**src/design/tpss_pkg.sv**
```systemverilog
// shared types and constants for the touch panel sample sequencer
`timescale 1ns / 1ps

package tpss_pkg;

    localparam int SAMPLES_PER_POINT = 4;
    localparam int SAMPLE_W = 10;
    localparam int SUM_W = 12;
    localparam int MODE_W = 2;
    localparam int CNT_W = $clog2(SAMPLES_PER_POINT + 1);
    localparam int QUEUE_DEPTH = 2;
    localparam int QPTR_W = (QUEUE_DEPTH > 1) ? $clog2(QUEUE_DEPTH) : 1;
    localparam int QCNT_W = $clog2(QUEUE_DEPTH + 1);

    typedef enum logic [MODE_W-1:0] {
        MODE_UNCHANGED = 2'd0,
        MODE_WAIT_DOWN = 2'd1,
        MODE_WAIT_UP   = 2'd2,
        MODE_AUTO      = 2'd3
    } mode_t;

    typedef enum logic {
        OP_IRQ  = 1'b0,
        OP_READ = 1'b1
    } op_t;

    typedef struct packed {
        op_t                 op;
        logic                adc_done;
        logic                pen_down;
        logic                pen_up;
        logic [SAMPLE_W-1:0] x_sample;
        logic [SAMPLE_W-1:0] y_sample;
    } cmd_t;

endpackage

```
**src/design/tpss_queue.sv**
```systemverilog
// short command queue between front and back
`timescale 1ns / 1ps

module tpss_queue
    import tpss_pkg::*;
(
    input  logic clk,
    input  logic rst_n,
    input  logic push_valid,
    output logic push_ready,
    input  cmd_t push_cmd,
    output logic pop_valid,
    input  logic pop_ready,
    output cmd_t pop_cmd
);

    cmd_t              entry_reg [QUEUE_DEPTH];
    logic [QPTR_W-1:0] wr_ptr_reg;
    logic [QPTR_W-1:0] wr_ptr_next;
    logic [QPTR_W-1:0] rd_ptr_reg;
    logic [QPTR_W-1:0] rd_ptr_next;
    logic [QCNT_W-1:0] count_reg;
    logic [QCNT_W-1:0] count_next;
    logic              push;
    logic              pop;

    assign push_ready = count_reg != QCNT_W'(QUEUE_DEPTH);
    assign pop_valid  = count_reg != '0;
    assign push       = push_valid && push_ready;
    assign pop        = pop_valid && pop_ready;
    assign pop_cmd    = entry_reg[rd_ptr_reg];

    always_comb
    begin
        wr_ptr_next = wr_ptr_reg;
        rd_ptr_next = rd_ptr_reg;
        count_next  = count_reg;
        if (push)
        begin
            wr_ptr_next = (wr_ptr_reg == QPTR_W'(QUEUE_DEPTH - 1)) ? '0 : wr_ptr_reg + 1'b1;
        end
        if (pop)
        begin
            rd_ptr_next = (rd_ptr_reg == QPTR_W'(QUEUE_DEPTH - 1)) ? '0 : rd_ptr_reg + 1'b1;
        end
        unique case ({push, pop})
            2'b10:   count_next = count_reg + 1'b1;
            2'b01:   count_next = count_reg - 1'b1;
            default: count_next = count_reg;
        endcase
    end

    always_ff @(posedge clk or negedge rst_n)
    begin
        if (!rst_n)
        begin
            wr_ptr_reg <= '0;
            rd_ptr_reg <= '0;
            count_reg  <= '0;
        end
        else
        begin
            wr_ptr_reg <= wr_ptr_next;
            rd_ptr_reg <= rd_ptr_next;
            count_reg  <= count_next;
        end
    end

    always_ff @(posedge clk)
    begin
        if (push)
        begin
            entry_reg[wr_ptr_reg] <= push_cmd;
        end
    end

endmodule

```
**config.mk**
```make
export PLATFORM = sky130hd
export DESIGN_NAME = tpss_queue
export DESIGN_NICKNAME = d
export VERILOG_FILES = /design/src/design/tpss_pkg.sv /design/src/design/tpss_queue.sv
export SDC_FILE = /design/constraint.sdc
export NUM_CORES = 1
export LEC_CHECK = 0
export BUFFER_PORTS_ARGS = -buffer_cell sky130_fd_sc_hd__buf_2
export CAP_MARGIN = 10
export CORE_MARGIN = 2
export CORE_UTILIZATION = 53
export CTS_BUF_LIST = sky130_fd_sc_hd__clkbuf_8
export CTS_CLUSTER_DIAMETER = 40
export DETAILED_ROUTE_END_ITERATION = 8
export MAX_ROUTING_LAYER = met4
export PLACE_DENSITY = 0.83
export SETUP_SLACK_MARGIN = 0.02
export SLEW_MARGIN = 20
export SYNTH_ARGS = -nofsm -noshare
export SYNTH_HDL_FRONTEND = slang
export SYNTH_SLANG_ARGS = --single-unit
```
**constraint.sdc**
```tcl
create_clock -name clk -period 2.8 [get_ports clk]
set_clock_uncertainty 0.15 [all_clocks]
set_input_delay 0 -clock clk [delete_from_list [all_inputs] [get_ports clk]]
set_output_delay 0 -clock clk [all_outputs]
set_load 0.02 [all_outputs]
```
==> flow_metrics.py <==
metrics = {
    "drt": {
        "top_layer": "met4",
        "wl_per_cell_um": 14.7,
        "viasPerCell": 4.89,
        "met1Wirelength_mm": 1.38,
        "routed_wl_mm": 3.33,
        "drt_first_pass_iters": 5,
        "vias": 1105,
        "dr.first_iter.drc_count": 44,
        "wl_met3_um": 174,
        "drc_errors": 0,
        "met2_length_mm": 1.75,
        "drtAntennaViolNets": 0,
    },
    "placement": {
        "io_buffers": 53,
        "dp.final_hpwl_mm": 2.11,
        "placed_area_mm2": 0.00225,
        "gp_congestion": 0.669,
        "place_ws_ns": 0.998,
    },
    "logic_synthesis": {
        "synth_top_family_by_area": "multiplexers",
        "synth_compound_area_frac": 0,
        "synth-seq-area-share": 0.794,
        "synth_xor_area_frac": 0.0226,
        "synth_area_leaders": "edfxtp_1 74%, mux2_2 14%, dfrtp_1 5.2%, buf_6 1.7%, xnor2_1 1.4%",
        "syn_avg_cell_area_um2": 21.1,
        "synth_nets": 121,
        "ys_warn_count": 0,
        "syn-cell-area_mm2": 0.00194,
        "yosysTopAreaCell": "edfxtp_1",
        "ys_types": 13,
        "synthSimpleGateAreaFrac": 0.0200,
        "yosys.area.top_type_share": 0.743,
        "synth-seq-cells": 52,
        "synth_fa_ha_area_frac": 0.00645,
        "synth_mux_area_frac": 0.139,
        "syn_inst": 92,
    },
    "final_layout": {
        "final_cell_area_mm2": 0.00263,
        "final_common_cell": "buf_2",
        "layout_common_cells": "53 x buf_2, 48 x edfxtp_1, 28 x dlygate4sd3_1, 24 x mux2_2, 5 x clkbuf_8",
        "largest_register_ffs": 48,
        "areaGrowthSynthToFinish_pct": 35.7,
        "drive_gt1_frac": 0.483,
        "antenna_cells": 0,
        "layout.nets": 208,
        "post-route-util": 0.771,
    },
    "timing": {
        "finalSetupTns_ns": 0,
        "slew_headroom": 0.312,
        "final_hold_viol_count": 0,
        "worst_slack_ns": 0.736,
        "setup_viol": 0,
        "drv_slew": 0,
        "worst_slew_pin_slew_ns": 1.03,
        "min_period_ns": 2.06,
        "max_freq_mhz": 485,
        "rsz0062_at_grt": "no",
        "period_share": 0.737,
    },
    "pwr": {
        "switching_share": 0.323,
        "vdd_ir_drop_max_mv": 0.598,
        "seqPwrFrac": 0.472,
        "clkPwrFrac": 0.191,
        "p_int_uw": 1710,
        "power.density_mw_per_mm2": 961,
        "p_comb_frac": 0.337,
        "p_sw_uw": 816,
        "power.leakage_uw": 0.00102,
    },
    "grt": {
        "antenna_found_initial": 0,
        "grt_use_total": 0.180,
        "grt_pass1_vias": 1114,
        "grt_max_degree": 26,
        "grt_pass1_wl_mm": 5.29,
        "overflow": 0,
    },
    "setup_path": {
        "startpoint_type": "flop",
        "slowest_delay_ns": 1.03,
        "crit_family": "flip-flops",
        "arrival_ns": 1.91,
        "cp-end-kind": "output pin",
        "cp.buffers_inverters": 1,
        "slowest_stage": "dfrtp_1",
        "path_class": "reg2out",
        "critical_path_peak_fanout": 25,
        "crit_chain": "mux2_2 > buf_2",
        "required_ns": 2.65,
    },
    "clocking": {
        "clkSlewWorstSetupHoldPaths_ns": 0.08,
        "root_buffer": "clkbuf_8",
        "clock-sinks": 52,
        "h-tree-depth": 2,
        "cts_tree": "done",
        "cts_resized": 0,
        "clkLatencyLatePin_ns": 0.29,
        "numCtsBuffers": 5,
        "cts_buffer_depth": 2,
    },
    "flow_run": {
        "max_cap_violations": 0,
    },
    "floorplan": {
        "die_x_um": 64.5,
        "design.die.area_mm2": 0.00416,
        "start_util": 0.568,
        "core_area_mm2": 0.00342,
        "die_h_um": 64.5,
        "io-pin-count": 54,
        "rows": 21,
    },
    "status": {
        "status": "completed",
    },
    "worst_hold_path": {
        "holdCritPathClass": "in2reg",
    },
}
kinds of logic after synthesis:
logic type / after synthesis
mux: 24
fa+ha+maj: 1
simple gates: 7
flops: 52
xor+xnor: 5
buf+inv: 3
cell type report:
class / count / area, um2
Clock inverter: 3 / 37.5
Fill cell: 198 / 782
Clock buffer: 5 / 68.8
Sequential cell: 52 / 1540
Multi-Input combinational cell: 37 / 368
Timing Repair Buffer: 83 / 561
Tap cell: 46 / 57.6
stage by stage:
step	instances	power (uW)	hold slack [ns]
4_1_cts	226	2550	0.264
6_report	226	2530	0.267
3_3_place_gp	190	2010	-0.343
3_5_place_dp	190	2040	-0.340
2_1_floorplan	92	1810	-0.446
5_1_grt	226	2660	0.272
path summary, 6_finish.rpt:
path	endpoint	from	cells past startpoint	slack [ns]
hold reg to reg	count_reg[1]	count_reg[1]	1	0.35
max in group asynchronous	count_reg[1]	rst_n	3	1.90
min in group asynchronous	wr_ptr_reg	rst_n	3	0.43
setup / recovery	pop_cmd[10]	rd_ptr_reg	2	0.74
hold / removal	entry_reg[1][10]	push_cmd[10]	2	0.27
setup reg to reg	entry_reg[1][12]	count_reg[0]	3	0.98
cells in the mapped netlist:
master / count
nand2b_1: 1
buf_6: 3
mux2_2: 24
nor2_1: 2
dfrtp_1: 4
ha_1: 1
xor2_1: 2
or2_1: 1
and2_4: 1
nand2_1: 1
edfxtp_1: 48
and3_1: 1
xnor2_1: 3
layer usage:
layer  vias up  global-route usage
met3         4              0.0469
met2        48               0.294
met1       530               0.220
li1        523                   -
met4         0              0.0665
met5         -                   -
what timing repair did:
action,in CTS,in global routing
hold buffers,28,0
buffers inserted,0,0
endpoints found under the hold margin,54,0
power groups by stage:
stage	Combinational, uW	Clock, uW	Sequential [uW]
2_1_floorplan	680	0	1130
3_3_place_gp	810	0	1200
3_5_place_dp	829	0	1210
4_1_cts	859	489	1200
5_1_grt	923	519	1220
6_report	853	483	1200
(Power assumes the default switching activity.)
